## config.mk

```make
export PLATFORM = sky130hd
export DESIGN_NAME = i2c_bit_level_master_flat
export DESIGN_NICKNAME = d
export VERILOG_FILES = /design/src/rtl/core/i2c_bm_pkg.sv /design/src/rtl/core/i2c_bm_if.sv /design/src/rtl/core/i2c_bit_level_master.sv /design/src/rtl/core/i2c_bm_hold.sv /design/src/rtl/core/i2c_bm_seq.sv /design/src/flat_wrapper.sv
export SDC_FILE = /design/constraint.sdc
export NUM_CORES = 1
export LEC_CHECK = 0
export BUFFER_PORTS_ARGS = -buffer_cell sky130_fd_sc_hd__clkbuf_2
export CAP_MARGIN = 20
export CELL_PAD_IN_SITES_DETAIL_PLACEMENT = 0
export CELL_PAD_IN_SITES_GLOBAL_PLACEMENT = 1
export CORE_ASPECT_RATIO = 0.9
export CORE_UTILIZATION = 44
export DETAILED_ROUTE_END_ITERATION = 6
export GPL_TIMING_DRIVEN = 0
export PLACE_DENSITY_LB_ADDON = 0.08
export SYNTH_ARGS = -nofsm -noshare
export SYNTH_HDL_FRONTEND = slang
export SYNTH_SLANG_ARGS = --single-unit
```

## constraint.sdc

```tcl
create_clock -name clk -period 2.9 [get_ports clk]
set_clock_uncertainty 0.1 [all_clocks]
set_input_delay 0.145 -clock clk [delete_from_list [all_inputs] [get_ports clk]]
set_output_delay 0.145 -clock clk [all_outputs]
set_load 0.01 [all_outputs]
```

## src/rtl/core/i2c_bm_pkg.sv

```systemverilog
// Package for the I2C bit-level master.
// Holds the command opcodes, the reset hold time and the pin-write type.
// No dependencies.
package i2c_bm_pkg;

  localparam logic [2:0] OP_START = 3'd0;
  localparam logic [2:0] OP_STOP  = 3'd1;
  localparam logic [2:0] OP_SEND  = 3'd2;
  localparam logic [2:0] OP_RECV  = 3'd3;
  localparam logic [2:0] OP_SACK  = 3'd4;
  localparam logic [2:0] OP_RACK  = 3'd5;

  localparam logic [15:0] HOLD_RESET = 16'd500;

  typedef struct packed {
    logic       scl;
    logic       sda;
    logic       last;
    logic [7:0] rx;
    logic       ack;
  } pin_wr_t;

endpackage

```

## src/rtl/core/i2c_bm_if.sv

```systemverilog
// Channel interfaces of the I2C bit-level master: command, result and
// configuration. Each carries valid, ready and its payload.
// No dependencies.
interface i2c_bm_cmd_if;
  logic       valid;
  logic       ready;
  logic [2:0] opcode;
  logic [7:0] tx_byte;
  logic       ack_to_send;
  logic [7:0] slave_sda_bits;
  logic       slave_ack;

  modport source (output valid, opcode, tx_byte, ack_to_send, slave_sda_bits, slave_ack,
                  input ready);
  modport sink (input valid, opcode, tx_byte, ack_to_send, slave_sda_bits, slave_ack,
                output ready);
endinterface

interface i2c_bm_res_if;
  logic       valid;
  logic       ready;
  logic       scl_level;
  logic       sda_level;
  logic       last_write;
  logic [7:0] rx_byte;
  logic       ack_seen;

  modport source (output valid, scl_level, sda_level, last_write, rx_byte, ack_seen,
                  input ready);
  modport sink (input valid, scl_level, sda_level, last_write, rx_byte, ack_seen,
                output ready);
endinterface

interface i2c_bm_cfg_if;
  logic        valid;
  logic        ready;
  logic [15:0] data;

  modport source (output valid, data, input ready);
  modport sink (input valid, data, output ready);
endinterface

```

## src/rtl/core/i2c_bit_level_master.sv

```systemverilog
// Top level of the I2C bit-level master: sequencer, hold counter and the
// result register. Depends on i2c_bm_pkg, i2c_bm_if, i2c_bm_hold, i2c_bm_seq.
//
// Each command item is one bus primitive and produces one result item per
// pin write: start 4, stop 3, send byte 24, receive byte 17, send ack 3,
// receive ack 3; opcodes 6 and 7 are taken and produce nothing. After every
// pin write the hold counter loads hold_cycles and counts down to zero (reset 500,
// a write of 0 counts as 1). The next pin write waits for that hold to run
// out, and also for room in the result register while the consumer stalls.
// The next command is taken once the hold after the last write has run out.
module i2c_bit_level_master import i2c_bm_pkg::*; (
  input  logic          clk,
  input  logic          rst,
  i2c_bm_cmd_if.sink    cmd,
  i2c_bm_res_if.source  res,
  i2c_bm_cfg_if.sink    cfg
);

  pin_wr_t wr;
  logic    wr_valid;
  logic    wr_free;
  logic    hold_start;
  logic    hold_busy;

  i2c_bm_hold u_hold (
    .clk   (clk),
    .rst   (rst),
    .cfg   (cfg),
    .start (hold_start),
    .busy  (hold_busy)
  );

  i2c_bm_seq u_seq (
    .clk        (clk),
    .rst        (rst),
    .cmd        (cmd),
    .wr_valid   (wr_valid),
    .wr_free    (wr_free),
    .wr         (wr),
    .hold_start (hold_start),
    .hold_busy  (hold_busy)
  );

  assign wr_free = !res.valid || res.ready;

  always_ff @(posedge clk) begin
    if (rst) begin
      res.valid <= 1'b0;
    end else if (wr_valid && wr_free) begin
      res.valid <= 1'b1;
    end else if (res.ready) begin
      res.valid <= 1'b0;
    end
  end

  always_ff @(posedge clk) begin
    if (wr_valid && wr_free) begin
      res.scl_level  <= wr.scl;
      res.sda_level  <= wr.sda;
      res.last_write <= wr.last;
      res.rx_byte    <= wr.rx;
      res.ack_seen   <= wr.ack;
    end
  end

`ifndef SYNTH
  a_hold_on_stall: assert property (@(posedge clk) disable iff (rst)
    (res.valid && !res.ready) |=> (res.valid && $stable(res.last_write)))
    else $error("Result item changed while stalled.");
  a_rx_only_last: assert property (@(posedge clk) disable iff (rst)
    (res.valid && !res.last_write) |-> ((res.rx_byte == 8'd0) && !res.ack_seen))
    else $error("Received data shown before the last write.");
  a_no_overrun: assert property (@(posedge clk) disable iff (rst)
    (wr_valid && !wr_free) |=> res.valid)
    else $error("Result register dropped an item.");
`endif

endmodule

```

## src/rtl/core/i2c_bm_hold.sv

```systemverilog
// Hold-time register and down counter of the I2C bit-level master.
// Depends on i2c_bm_pkg and the configuration interface in i2c_bm_if.
module i2c_bm_hold import i2c_bm_pkg::*; (
  input  logic          clk,
  input  logic          rst,
  i2c_bm_cfg_if.sink    cfg,
  input  logic          start,
  output logic          busy
);

  logic [15:0] hold_cycles;
  logic [15:0] cnt;

  assign cfg.ready = 1'b1;
  assign busy = (cnt != 16'd0);

  always_ff @(posedge clk) begin
    if (rst) begin
      hold_cycles <= HOLD_RESET;
    end else if (cfg.valid) begin
      hold_cycles <= (cfg.data == 16'd0) ? 16'd1 : cfg.data;
    end
  end

  always_ff @(posedge clk) begin
    if (rst) begin
      cnt <= 16'd0;
    end else if (start) begin
      cnt <= hold_cycles;
    end else if (busy) begin
      cnt <= cnt - 16'd1;
    end
  end

endmodule

```

## src/rtl/core/i2c_bm_seq.sv

```systemverilog
// Command sequencer of the I2C bit-level master: steps through the pin
// writes of one command and shifts data bits in and out, one per SCL pulse.
// Depends on i2c_bm_pkg and the command interface in i2c_bm_if.
module i2c_bm_seq import i2c_bm_pkg::*; (
  input  logic          clk,
  input  logic          rst,
  i2c_bm_cmd_if.sink    cmd,
  output logic          wr_valid,
  input  logic          wr_free,
  output pin_wr_t       wr,
  output logic          hold_start,
  input  logic          hold_busy
);

  localparam logic [1:0] S_IDLE  = 2'd0;
  localparam logic [1:0] S_ISSUE = 2'd1;
  localparam logic [1:0] S_HOLD  = 2'd2;

  logic [1:0] state;
  logic [2:0] op;
  logic [1:0] phase;
  logic [2:0] bitn;
  logic [7:0] tx_sh;
  logic [7:0] slv_sh;
  logic [7:0] rx_sh;
  logic       ackv;
  logic       slack;
  logic       ack_q;
  logic       scl_out;
  logic       sda_out;
  logic       last_q;

  logic       is_scl;
  logic       val;
  logic       last;
  logic       sample;
  logic       shift_tx;
  logic [1:0] phase_next;
  logic [2:0] bitn_next;
  logic       wr_fire;
  logic       cmd_fire;

  always_comb begin
    is_scl     = 1'b0;
    val        = 1'b1;
    last       = 1'b0;
    sample     = 1'b0;
    shift_tx   = 1'b0;
    phase_next = phase + 2'd1;
    bitn_next  = bitn;
    unique case (op)
      OP_START: begin
        is_scl = phase[0];
        val    = ~phase[1];
        last   = (phase == 2'd3);
      end
      OP_STOP: begin
        is_scl = (phase == 2'd1);
        val    = (phase != 2'd0);
        last   = (phase == 2'd2);
      end
      OP_SEND: begin
        unique case (phase)
          2'd0: begin
            val = tx_sh[7];
          end
          2'd1: begin
            is_scl = 1'b1;
          end
          default: begin
            is_scl     = 1'b1;
            val        = 1'b0;
            shift_tx   = 1'b1;
            phase_next = 2'd0;
            bitn_next  = bitn + 3'd1;
            last       = (bitn == 3'd7);
          end
        endcase
      end
      OP_RECV: begin
        unique case (phase)
          2'd0: begin
            val = 1'b1;
          end
          2'd1: begin
            is_scl = 1'b1;
            sample = 1'b1;
          end
          default: begin
            is_scl = 1'b1;
            val    = 1'b0;
            if (bitn == 3'd7) begin
              last = 1'b1;
            end else begin
              phase_next = 2'd1;
              bitn_next  = bitn + 3'd1;
            end
          end
        endcase
      end
      OP_SACK, OP_RACK: begin
        unique case (phase)
          2'd0: begin
            val = (op == OP_SACK) ? ackv : 1'b1;
          end
          2'd1: begin
            is_scl = 1'b1;
            sample = 1'b1;
          end
          default: begin
            is_scl = 1'b1;
            val    = 1'b0;
            last   = 1'b1;
          end
        endcase
      end
      default: begin
        last = 1'b1;
      end
    endcase
  end

  assign cmd.ready  = (state == S_IDLE);
  assign cmd_fire   = cmd.valid && cmd.ready;
  assign wr_valid   = (state == S_ISSUE);
  assign wr_fire    = wr_valid && wr_free;
  assign hold_start = wr_fire;

  assign wr.scl  = is_scl ? val : scl_out;
  assign wr.sda  = is_scl ? sda_out : val;
  assign wr.last = last;
  assign wr.rx   = (last && (op == OP_RECV)) ? rx_sh : 8'd0;
  assign wr.ack  = last && (op == OP_RACK) && ack_q;

  always_ff @(posedge clk) begin
    if (rst) begin
      state   <= S_IDLE;
      scl_out <= 1'b1;
      sda_out <= 1'b1;
    end else begin
      unique case (state)
        S_IDLE: begin
          if (cmd_fire && (cmd.opcode <= OP_RACK)) begin
            state <= S_ISSUE;
          end
        end
        S_ISSUE: begin
          if (wr_fire) begin
            state   <= S_HOLD;
            scl_out <= wr.scl;
            sda_out <= wr.sda;
          end
        end
        S_HOLD: begin
          if (!hold_busy) begin
            state <= last_q ? S_IDLE : S_ISSUE;
          end
        end
        default: begin
          state <= S_IDLE;
        end
      endcase
    end
  end

  always_ff @(posedge clk) begin
    if (cmd_fire) begin
      op     <= cmd.opcode;
      phase  <= 2'd0;
      bitn   <= 3'd0;
      tx_sh  <= cmd.tx_byte;
      slv_sh <= cmd.slave_sda_bits;
      rx_sh  <= 8'd0;
      ackv   <= cmd.ack_to_send;
      slack  <= cmd.slave_ack;
      ack_q  <= 1'b0;
      last_q <= 1'b0;
    end else if (wr_fire) begin
      phase  <= phase_next;
      bitn   <= bitn_next;
      last_q <= last;
      if (shift_tx) begin
        tx_sh <= {tx_sh[6:0], 1'b0};
      end
      if (sample) begin
        rx_sh  <= {rx_sh[6:0], slv_sh[7]};
        slv_sh <= {slv_sh[6:0], 1'b0};
        ack_q  <= slack;
      end
    end
  end

`ifndef SYNTH
  a_issue_after_hold: assert property (@(posedge clk) disable iff (rst)
    (state == S_ISSUE) |-> !hold_busy)
    else $error("Pin write pending while the hold counter runs.");
  a_hold_after_write: assert property (@(posedge clk) disable iff (rst)
    wr_fire |=> ((state == S_HOLD) && hold_busy))
    else $error("No hold time after a pin write.");
  a_start_leaves_low: assert property (@(posedge clk) disable iff (rst)
    (wr_fire && last && (op == OP_START)) |=> (!scl_out && !sda_out))
    else $error("Start did not leave both lines low.");
  a_stop_leaves_high: assert property (@(posedge clk) disable iff (rst)
    (wr_fire && last && (op == OP_STOP)) |=> (scl_out && sda_out))
    else $error("Stop did not leave both lines released.");
`endif

endmodule

```

## src/flat_wrapper.sv

```systemverilog
// flat-port wrapper written by rule: the top's interface ports become plain ports
module i2c_bit_level_master_flat import i2c_bm_pkg::*;
  (clk, rst, cmd_valid, cmd_opcode, cmd_tx_byte, cmd_ack_to_send, cmd_slave_sda_bits, cmd_slave_ack, cmd_ready, res_valid, res_scl_level, res_sda_level, res_last_write, res_rx_byte, res_ack_seen, res_ready, cfg_valid, cfg_data, cfg_ready);
  i2c_bm_cmd_if cmd_i ();
  i2c_bm_res_if res_i ();
  i2c_bm_cfg_if cfg_i ();
  input  logic clk;
  input  logic rst;
  input wire logic [$bits(cmd_i.valid)-1:0] cmd_valid;
  input wire logic [$bits(cmd_i.opcode)-1:0] cmd_opcode;
  input wire logic [$bits(cmd_i.tx_byte)-1:0] cmd_tx_byte;
  input wire logic [$bits(cmd_i.ack_to_send)-1:0] cmd_ack_to_send;
  input wire logic [$bits(cmd_i.slave_sda_bits)-1:0] cmd_slave_sda_bits;
  input wire logic [$bits(cmd_i.slave_ack)-1:0] cmd_slave_ack;
  output wire logic [$bits(cmd_i.ready)-1:0] cmd_ready;
  output wire logic [$bits(res_i.valid)-1:0] res_valid;
  output wire logic [$bits(res_i.scl_level)-1:0] res_scl_level;
  output wire logic [$bits(res_i.sda_level)-1:0] res_sda_level;
  output wire logic [$bits(res_i.last_write)-1:0] res_last_write;
  output wire logic [$bits(res_i.rx_byte)-1:0] res_rx_byte;
  output wire logic [$bits(res_i.ack_seen)-1:0] res_ack_seen;
  input wire logic [$bits(res_i.ready)-1:0] res_ready;
  input wire logic [$bits(cfg_i.valid)-1:0] cfg_valid;
  input wire logic [$bits(cfg_i.data)-1:0] cfg_data;
  output wire logic [$bits(cfg_i.ready)-1:0] cfg_ready;
  assign cmd_i.valid = cmd_valid;
  assign cmd_i.opcode = cmd_opcode;
  assign cmd_i.tx_byte = cmd_tx_byte;
  assign cmd_i.ack_to_send = cmd_ack_to_send;
  assign cmd_i.slave_sda_bits = cmd_slave_sda_bits;
  assign cmd_i.slave_ack = cmd_slave_ack;
  assign cmd_ready = cmd_i.ready;
  assign res_valid = res_i.valid;
  assign res_scl_level = res_i.scl_level;
  assign res_sda_level = res_i.sda_level;
  assign res_last_write = res_i.last_write;
  assign res_rx_byte = res_i.rx_byte;
  assign res_ack_seen = res_i.ack_seen;
  assign res_i.ready = res_ready;
  assign cfg_i.valid = cfg_valid;
  assign cfg_i.data = cfg_data;
  assign cfg_ready = cfg_i.ready;
  i2c_bit_level_master u_core (.clk(clk), .rst(rst), .cmd(cmd_i), .res(res_i), .cfg(cfg_i));
endmodule
```

Word-level counts from Yosys, hierarchy flattened

Cells that the tools add are included.

Add/sub/neg operators: 3
$mul: 0
Div/mod/pow operators: 0
$lt $le $gt $ge: 1
Eq/ne operators: 17
Shift-type cells: 0
Muxes and demuxes: 41
Bitwise logic cells: 1
Reductions and logical operators: 30

Operators by type and width:

| kind                    | number |
|---|---|
| $mux W16                | 3 |
| $mux W8                 | 6 |
| $logic_not A16 Y1       | 1 |
| $reduce_bool A16 Y1     | 1 |
| $sub A16 B1 Y16 const B | 1 |
| $mux W1                 | 15 |
| $reduce_bool A2 Y1      | 7 |
| $mux W2                 | 6 |
| $ne A2 B2 Y1 const B    | 5 |
| $pmux W1 S5             | 2 |
| $eq A3 B3 Y1 const B    | 3 |
| $mux W3                 | 3 |
| $reduce_and A2 Y1       | 4 |
| $eq A2 B2 Y1 const B    | 3 |
| $eq A3 B2 Y1 const B    | 2 |
| $logic_and A1 B1 Y1     | 6 |
| $pmux W2 S3             | 1 |
| $pmux W3 S2             | 1 |
| $reduce_and A5 Y1       | 1 |
| $eq A2 B1 Y1 const B    | 2 |
| $logic_not A2 Y1        | 2 |
| $pmux W1 S2             | 2 |
| $pmux W2 S2             | 1 |
| $reduce_or A2 Y1        | 2 |
| 13 further kinds        | 13 |

Register bits: 85
Bits in latches: 0
Bits in writable memories: 0
Bits in read-only memories: 0
Input bits: 42
Word-level logic and storage cells: 114
Memories: 0

Depth between registers and ports, before layout

Gate-level depths: netlist of the first run.

Depth after elaboration: 7
Mapped depth: 8

By module

Synthesis of the first run repeated with hierarchy kept, for this count alone.

Cells, all modules: 390
Area, all modules: 4003.8 um^2

Modules (own cells, without submodules):

| module               | instances | cells each | area an instance (um^2) | seq. area each (um^2) |
|---|---|---|---|---|
| i2c_bm_seq           | 1         | 207        | 2047.0                  | 1011.0 |
| i2c_bm_hold          | 1         | 166        | 1541.5                  | 640.6 |
| i2c_bit_level_master | 1         | 17         | 415.4                   | 380.4 |

Worst setup path after synthesis of the first run

Ideal clock, no wire load.

Path kind: register -> register
From: register u_core.u_seq.state[1]
To: register u_core.u_seq.tx_sh[0] (enable)
Setup time: 0.313 ns
Data arrival time: 1.772 ns
Path slack: 0.715 ns
Stages on the path, launching flop included: 7
Buffers on the path: 2
Period minus slack after synthesis: 2.185 ns
Cells stage by stage: dfxtp_1 > nand2b_1 > nand2b_1 > clkbuf_1 > clkinv_1 > buf_1 > a31o_2

Cells in the longest elaborated chain, start to end: 4
Elaborated cells between the ends (all ways): 7

RTL lines:

| element                             | RTL line                   | RTL |
|---|---|---|
| start, declared                     | i2c_bm_seq.sv:19           | `logic [1:0] state;` |
| start signal, assigned              | i2c_bm_seq.sv:156          | `state <= last_q ? S_IDLE : S_ISSUE;` |
| $eq A2 B1 Y1                        | i2c_bm_seq.sv:125          | `assign wr_valid = (state == S_ISSUE);` |
| $logic_and A1 B1 Y1                 | i2c_bm_seq.sv:126          | `assign wr_fire = wr_valid && wr_free;` |
| net u_core.hold_start               | i2c_bit_level_master.sv:22 | `logic hold_start;` |
| $reduce_bool A2 Y1 (no source line) | -                          |  |
| $reduce_and A2 Y1 (no source line)  | -                          |  |
| end signal, assigned                | i2c_bm_seq.sv:171          | `tx_sh <= cmd.tx_byte;` |
| end signal, assigned                | i2c_bm_seq.sv:183          | `tx_sh <= {tx_sh[6:0], 1'b0};` |
| end, declared                       | i2c_bm_seq.sv:23           | `logic [7:0] tx_sh;` |

The timed path passes the listed nets, and every way through them passes these cells.
A chain may end at the register's enable or synchronous reset.

Worst setup path after layout of the first run

From: register u_core.u_seq.state[1]
To: register u_core.u_seq.tx_sh[1] (enable)

Same word-level chain as after synthesis.

==> flow_summary.yaml, run 1 <==
synthesis:
  synth_edf_count: 33
  synth_fp_nets: 415
  synth.distinct_cells: 51
  ys_seq_elements: 85
  synth-seq-area-share: 0.529
  async_flop_share: 0
  synthFlopType: "dfxtp_1"
  synth_cells: 362
  synthesis.area_um2: 3840
  synth_area_per_cell_um2: 10.6
  yosys_warnings: 0
cts:
  worstSkewPairLatency_ns: 0.37
  root_buffer: "clkbuf_8"
  clk_pin_slew_ns: 0.08
  cts_made_buffers: 9
  cts_sinks: 85
  cts_buffer_depth: 2
  cts_tree: "done"
  htree_levels: 3
route:
  wl_per_cell_um: 14.1
  drtIter0Drc: 79
  antenna_left: 0
  first_pass_iters: 4
  drc: 0
  vias: 2961
  viasPerCell: 5.07
  wl_um: 8250
final_layout:
  finalNetCount: 517
  final_util: 0.580
  area_delta_synth_final_pct: 24.8
  final_area_um2: 4790
  diodes: 0
  multi_input_area_um2: 1710
  fillers: 730
  layout_commonest_cell: "clkbuf_2"
  mostFrequentLayoutCells: "clkbuf_2, dfxtp_1, nor2_1"
  regArea_um2: 2030
  drive_gt1_frac: 0.205
place:
  place_ws_ns: 0.0795
  globalplace.congestion: 0.837
  io_buffers: 54
  dpl.hpwl_um: 5800
  dpl-instance-area_um2: 4260
worst_hold_path:
  holdPathStages: 2
  hold_path_end: "u_core.u_seq.tx_sh[0]"
  min_from: "cmd_valid"
  hold_class: "in -> reg"
run_status:
  status: "complete, no violations"
timing:
  fin_ws_ns: 0.382
  rsz0062_at_grt: "false"
  hold_viol: 0
  min_period_ns: 2.52
  timing.final.crit_share: 0.868
  setup_viol: 0
  tns_ns: 0
  relSlewSlack: 0.509
  worstMarginPinSlew_ns: 0.730
  max_clock_freq_mhz: 397
  finalMaxSlewViolations: 0
die:
  design.core.area_um2: 8260
  initial_core_util: 0.465
  dieArea_um2: 9110
  rows: 31
  num_io_pins: 57
  die_h_um: 90.6
  die_w_um: 100
setup_path:
  max_stage_delay_ns: 0.49
  slowest_stage: "buf_1"
  crit_fanout: 11
  critPathCaptureType: "flip-flop"
  critPathKind: "reg -> reg"
  r2r_start: "u_core.u_seq.state[1]"
  path_common_cell: "nand2b_1"
  path_buf_inv: 4
  arrival_ns: 2.48
  ff2ff_setup_slack_ns: 0.38
  required_ns: 2.86
  cp-start-kind: "flip-flop"
  rr_worst_depth: 7
  reg2reg_to: "u_core.u_seq.tx_sh[1]"
  crit_chain: "nand2b_1 -> nand2b_1 -> clkbuf_1 -> clkinv_1 -> buf_1 -> buf_6 -> a31o_2"
  cp_top_family: "buffers and inverters"
global_routing:
  grt_overflow: 0
  track_usage: 0.200
  antenna_found_initial: 0
  grt_pass1_wl_um: 13900
  first_global_vias: 2833
  grt_max_degree: 22
pwr:
  ir_drop_mv: 0.328
  power_uw: 3360
  p_leak_uw: 0.00197
  powerDensity_nw_per_um2: 700
flow_run:
  max-cap-violations: 0
Yosys cell counts, types with 5 or more instances:
library cell / n / area, um^2
nor3_1: 10 / 50.1
nand2b_1: 8 / 50.1
inv_1: 8 / 30.0
a21oi_1: 10 / 50.1
edfxtp_1: 33 / 991
ha_1: 11 / 138
nand3_1: 5 / 25.0
nor2_1: 43 / 161
a211oi_1: 5 / 37.5
mux2_2: 15 / 169
mux2i_1: 27 / 270
clkbuf_1: 13 / 48.8
nor4_1: 8 / 50.1
nand2_1: 30 / 113
xnor2_1: 8 / 70.1
o21ai_0: 17 / 85.1
xor2_1: 7 / 61.3
dfxtp_1: 52 / 1040
and2_1: 10 / 62.6
metal layers:
metal | share of wire | wire length (um) | vias up | global-route usage
met5 | 0 | 0 | - | 0
met3 | 0.051 | 422 | 12 | 0.0464
met2 | 0.43 | 3510 | 68 | 0.281
li1 | - | - | 1488 | -
met1 | 0.51 | 4220 | 1393 | 0.297
met4 | 0.012 | 96 | 0 | 0.0737
power breakdown:
| group | total (uW) | internal, uW | leakage (uW) | switching (uW) |
|---|---|---|---|---|
| Combinational | 1030 | 486 | 0.00114 | 544 |
| Clock | 738 | 318 | 0.0000871 | 420 |
| Sequential | 1590 | 1440 | 0.000742 | 149 |
flip-flops by register name, indices dropped and copies added, names as in the netlist, 2 cells and up:
| signal | cells |
|---|---|
| u_core.u_hold.cnt | 16 |
| u_core.u_hold.hold_cycles | 16 |
| u_core.res.rx_byte | 8 |
| u_core.u_seq.rx_sh | 8 |
| u_core.u_seq.slv_sh | 8 |
| u_core.u_seq.tx_sh | 8 |
| u_core.u_seq.bitn | 3 |
| u_core.u_seq.op | 3 |
| u_core.u_seq.phase | 2 |
| u_core.u_seq.state | 2 |
logic make-up (layout without fill, tap and decap cells):
logic type,count (synthesis),after routing,share of synthesized area
compound gates,53,53,0.0896
xor+xnor,15,15,0.0342
fa+ha+maj,11,11,0.0358
buf+inv,25,132,0.0257
flops,85,85,0.529
mux,42,42,0.114
other cells,1,1,0.000976
simple gates,130,130,0.170
area by class of cell:
cell class | instances | area share
multi-input cells | 252 | 0.357
repair buffers | 91 | 0.134
inverters | 9 | 0.00705
well taps | 115 | 0.0300
clock inverters | 5 | 0.00731
flip-flops and latches | 85 | 0.424
clock buffers | 11 | 0.0277
plain buffers | 16 | 0.0136
what timing repair did:
item                                    4_1_cts  5_1_grt
buffers inserted                              0        0
resized for setup                             0        0
endpoints found under the setup margin        0        0
hold buffers                                 36        0
hold endpoints to repair                     36        0
how the worst max path moves through the flow:
stage                     startpoint                    end  slack [ns]  cells after the start
3_3_place_gp   u_core.u_seq.state[1]  u_core.u_seq.tx_sh[0]        0.12                      6
4_1_cts        u_core.u_seq.state[1]  u_core.u_seq.tx_sh[0]        0.07                      6
6_report       u_core.u_seq.state[1]  u_core.u_seq.tx_sh[1]        0.38                      7
3_5_place_dp   u_core.u_seq.state[1]  u_core.u_seq.tx_sh[0]        0.08                      6
2_1_floorplan  u_core.u_seq.state[1]  u_core.u_seq.tx_sh[0]        0.71                      6
5_1_grt         u_core.u_hold.cnt[0]  u_core.u_hold.cnt[10]        0.10                      7
per-stage QoR:
| step | cells | hold WS, ns |
|---|---|---|
| floorplan | 362 | 0.144 |
| global placement | 531 | 0.228 |
| detailed placement | 531 | 0.225 |
| CTS | 583 | 0.0169 |
| global route | 584 | 0.0312 |
| finish | 584 | 0.0303 |
Power figures use the tool's default switching activity.
==> run 2, diff against run 1 <==
- PLACE_DENSITY: unset -> 0.84
- PLACE_DENSITY_LB_ADDON: 0.08 -> unset
- clock period: 2.9 -> 2.35 ns (I/O delays scaled with it)
==> flow_summary.yaml, run 2 (same netlist as run 1, synthesis figures left out) <==
cts:
  root_buffer: "clkbuf_8"
  htree_levels: 3
  cts_sinks: 85
  cts_made_buffers: 9
  cts_tree: "done"
  clk_pin_slew_ns: 0.08
  cts_buffer_depth: 2
  worstSkewPairLatency_ns: 0.35
route:
  wl_per_cell_um: 13.7
  antenna_left: 0
  viasPerCell: 5.10
  vias: 2975
  drtIter0Drc: 114
  first_pass_iters: 4
  drc: 0
  wl_um: 7970
setup_path:
  startpoint: "u_core.u_hold.cnt[0]"
  required_ns: 2.49
  rr_worst_depth: 7
  max_stage_delay_ns: 0.63
  cp-endpoint: "u_core.u_hold.cnt[0]"
  crit_chain: "inv_1 -> ha_1 -> or4b_2 -> nor3_4 -> and2_1 -> nor4_1 -> a311o_1"
  path_buf_inv: 1
  arrival_ns: 2.39
  critPathKind: "reg -> reg"
  ff2ff_setup_slack_ns: 0.11
  slowest_stage: "or4b_2"
  cp-start-kind: "flip-flop"
  reg2reg_to: "u_core.u_hold.cnt[0]"
  r2r_start: "u_core.u_hold.cnt[0]"
  critPathCaptureType: "flip-flop"
  cp_top_family: "simple AND/OR/NAND/NOR gates"
  crit_fanout: 4
  path_depth: 7
global_routing:
  first_global_vias: 2792
  grt_pass1_wl_um: 13200
  track_usage: 0.188
  antenna_found_initial: 0
  grt_overflow: 0
  grt_max_degree: 22
die:
  die_h_um: 90.6
  dieArea_um2: 9110
  design.core.area_um2: 8260
  initial_core_util: 0.465
  rows: 31
  die_w_um: 100
  num_io_pins: 57
timing:
  fin_ws_ns: 0.108
  finalMaxSlewViolations: 0
  max_clock_freq_mhz: 446
  worstMarginPinSlew_ns: 0.659
  setup_viol: 0
  relSlewSlack: 0.561
  rsz0062_at_grt: "false"
  hold_viol: 0
  timing.final.crit_share: 0.954
  min_period_ns: 2.24
place:
  dpl.hpwl_um: 5450
  io_buffers: 54
  placedCellCount: 531
  globalplace.congestion: 0.873
  place_ws_ns: -0.386
pwr:
  p_leak_uw: 0.00200
  ir_drop_mv: 0.389
  powerDensity_nw_per_um2: 876
  power_uw: 4240
final_layout:
  mostFrequentLayoutCells: "clkbuf_2, dfxtp_1, nor2_1"
  layout_commonest_cell: "clkbuf_2"
  area_delta_synth_final_pct: 26.2
  finalNetCount: 517
  drive_gt1_frac: 0.220
  largestRegisters: "u_core.u_hold.cnt (16), u_core.u_hold.hold_cycles (16)"
  final_util: 0.587
  diodes: 0
  instances_no_fill: 583
worst_hold_path:
  hold_class: "in -> reg"
flow_run:
  max-cap-violations: 0
run_status:
  status: "complete, no violations"
[run 2: worst min path at each step]
stage	from	to	slack, ns	cells past startpoint
2_1_floorplan	cmd_ack_to_send	u_core.u_seq.ackv	0.12	0
3_3_place_gp	cmd_opcode[0]	u_core.u_seq.op[0]	0.20	1
3_5_place_dp	cmd_ack_to_send	u_core.u_seq.ackv	0.20	1
4_1_cts	cmd_valid	u_core.u_seq.slv_sh[0]	0.0009	2
5_1_grt	cmd_valid	u_core.u_seq.slv_sh[0]	0.01	2
6_report	cmd_valid	u_core.u_seq.slv_sh[0]	0.01	2
[run 2: routing by layer]
layer,wire [um],up-vias,GRT usage
met2,3530,70,0.278
met5,0,-,0
li1,-,1494,-
met1,4020,1403,0.261
met3,339,8,0.0627
met4,80,0,0.0519
[run 2: where the power goes]
part           switching [uW]  total (uW)  internal, uW
logic                     687        1310           625
registers                 190        1970          1780
clock network             480         968           489
total                    1360        4240          2890
[run 2: metrics by stage]
step / instance area (um^2) / hold WS (ns) / setup TNS [ns]
floorplan: 3840 / 0.116 / 0
global placement: 4260 / 0.200 / -4.60
detailed placement: 4260 / 0.197 / -5.19
CTS: 4820 / 0.000887 / 0
global route: 4850 / 0.0114 / 0
finish: 4850 / 0.0146 / 0
[run 2: final cells by class]
type,count,area [um^2]
Buffer,15,66.3
Tap cell,115,144
Clock inverter,2,36.3
Clock buffer,13,139
Timing Repair Buffer,92,651
Inverter,9,35.0
Sequential cell,85,2030
Fill cell,731,3420
Multi-Input combinational cell,252,1740
[run 2: timing repair]
action	4_1_cts	5_1_grt
setup buffers	0	0
gates resized for setup	7	13
hold endpoints to repair	37	0
setup endpoints to repair	55	59
hold buffers	38	0
[run 2: worst register-to-register path, cell delays in order, from the launching register on]
cell	delay, ns
dfxtp_1	0.35
inv_1	0.10
ha_1	0.16
or4b_2	0.63
nor3_4	0.19
and2_1	0.23
nor4_1	0.07
a311o_1	0.31
==> run 3, diff against run 2 <==
- CAP_MARGIN: 20 -> unset
- SYNTH_HIERARCHICAL: unset -> 1
==> flow_summary.yaml, run 3 <==
run_status:
  status: "complete, no violations"
timing:
  relSlewSlack: 0.605
  hold_viol: 0
  timing.final.crit_share: 0.924
  setup_viol: 0
  fin_ws_ns: 0.179
  tns_ns: 0
  finalMaxSlewViolations: 0
  min_period_ns: 2.17
  rsz0062_at_grt: "false"
  worstMarginPinSlew_ns: 0.592
  max_clock_freq_mhz: 461
cts:
  cts_tree: "done"
  worstSkewPairLatency_ns: 0.36
  clk_pin_slew_ns: 0.10
  cts_buffer_depth: 2
  root_buffer: "clkbuf_8"
  cts_made_buffers: 9
  cts_sinks: 85
  htree_levels: 3
setup_path:
  path_buf_inv: 1
  crit_chain: "inv_1 -> ha_1 -> nor2_1 -> nand3_1 -> o21ai_2"
  cp-start-kind: "flip-flop"
  max_stage_delay_ns: 0.42
  ff2ff_setup_slack_ns: 0.18
  slowest_stage: "dfxtp_1"
  required_ns: 2.25
  rr_worst_depth: 5
  cp-endpoint: "u_core/u_seq/tx_sh[5]"
  cp_top_family: "simple AND/OR/NAND/NOR gates"
  critPathKind: "reg -> reg"
  startpoint: "u_core/u_seq/phase[1]"
  critPathCaptureType: "flip-flop"
  path_depth: 5
  crit_fanout: 8
  r2r_start: "u_core/u_seq/phase[1]"
  arrival_ns: 2.07
  reg2reg_to: "u_core/u_seq/tx_sh[5]"
synthesis:
  synth_edf_count: 33
  synthFlopType: "dfxtp_1"
  synthTopCellsByArea: "dfxtp_1, edfxtp_1, nand2_1"
  synth_area_per_cell_um2: 10.3
  async_flop_share: 0
  synth_top_area_frac: 0.260
  synth_fp_nets: 438
  ys_seq_elements: 85
  synth.most_common_cell: "nand2_1"
  synth_cells: 390
  synth-seq-area-share: 0.508
  synthesis.area_um2: 4000
  yosys_warnings: 6
  synth.distinct_cells: 68
  synth_top_area_cell: "dfxtp_1"
  synth_common_cells: "nand2_1, dfxtp_1, nor2_1"
pwr:
  ir_drop_mv: 0.460
  p_seq_frac: 0.442
  sw_frac_of_total: 0.349
  powerDensity_nw_per_um2: 886
  switching_power_uw: 1560
  p_leak_uw: 0.00212
  power_uw: 4480
  intPower_uw: 2920
  power_frac_clock: 0.229
  comb_power_share: 0.328
route:
  antenna_left: 0
  drtIter0Drc: 122
  vias: 3135
  first_pass_iters: 7
  wl_per_cell_um: 14.0
  wl_um: 8720
  drc: 0
  viasPerCell: 5.04
worst_hold_path:
  hold_class: "in -> reg"
  min_from: "cfg_valid"
global_routing:
  grt_util_met3: 0.0460
  antenna_found_initial: 0
  grt_max_degree: 17
  use_met2: 0.318
  busiest_layer: "met2"
  track_usage: 0.195
  met1_usage: 0.256
  grt_overflow: 0
  grt_pass1_wl_um: 14200
  first_global_vias: 3052
final_layout:
  area_delta_synth_final_pct: 26.3
  mostFrequentLayoutCells: "nand2_1, clkbuf_2, dfxtp_1"
  drive_gt1_frac: 0.237
  final_util: 0.582
  diodes: 0
  largestRegisters: "u_core/u_hold/cnt (16), u_core/u_hold/hold_cycles (16)"
  finalNetCount: 546
  layout_commonest_cell: "nand2_1"
place:
  place_ws_ns: 0.0136
  dpl.hpwl_um: 5820
  io_buffers: 55
  globalplace.congestion: 0.811
flow_run:
  max-cap-violations: 0
die:
  num_io_pins: 57
  dieArea_um2: 9490
  die_h_um: 92.5
  rows: 32
  initial_core_util: 0.461
  design.core.area_um2: 8690
  die_w_um: 103
-- run 3: kinds of logic after synthesis --
family,synth area share
xor gates and xnor gates,0.0284
buffers and inverters,0.0419
DFF,0.508
and+or+nand+nor,0.231
muxes,0.0600
AOI/OAI and AO/OA,0.111
other,0.000937
adders and majority gates,0.0187
-- run 3: what timing repair did --
action,CTS,global route
endpoints found under the setup margin,0,9
hold buffers,41,0
buffers inserted,0,1
gates resized for setup,0,2
endpoints found under the hold margin,39,0
-- run 3: cell type report --
cell class,instances,area [um^2]
buffer,18,121
inverter,11,46.3
timing repair buffer,97,693
clock buffer,10,149
tap,119,149
clock inverter,6,51.3
multi-input combinational,276,1810
fill,764,3630
sequential,85,2030
-- run 3: tightest hold or removal path, cell delays in order --
cell,delay [ns]
clkbuf_2,0.12
nor2b_1,0.12
a211o_1,0.10
-- run 3: metrics by stage --
stage,hold slack [ns],std cells,area (um^2)
after global routing,0.0164,622,5060
after detailed placement,0.198,564,4430
after global placement,0.200,564,4430
after CTS,0.00130,621,5040
final,0.0171,622,5060
after floorplan,0.0799,390,4000
-- run 3: metal layers --
| layer | share of wire | vias up | routed length [um] |
|---|---|---|---|
| met3 | 0.037 | 9 | 320 |
| met2 | 0.47 | 78 | 4080 |
| li1 | - | 1578 | - |
| met1 | 0.48 | 1470 | 4220 |
| met5 | 0 | - | 0 |
| met4 | 0.011 | 0 | 94 |
-- run 3: worst min-delay path by stage --
stage,to,slack [ns],cells past startpoint
2_1_floorplan,u_core/res.valid,0.08,1
3_3_place_gp,u_core/u_seq/slack,0.20,1
3_5_place_dp,u_core/u_seq/slack,0.20,1
4_1_cts,u_core/u_hold/hold_cycles[6],0.001,3
5_1_grt,u_core/u_hold/hold_cycles[6],0.02,3
6_report,u_core/u_hold/hold_cycles[6],0.02,3
-- run 3: power groups by stage --
stage               clock network (uW)  logic (uW)  registers, uW
floorplan                            0        1090           1980
global placement                     0        1330           2000
detailed placement                   0        1370           2010
CTS                               1060        1430           1980
global route                      1120        1610           2010
finish                            1030        1470           1980
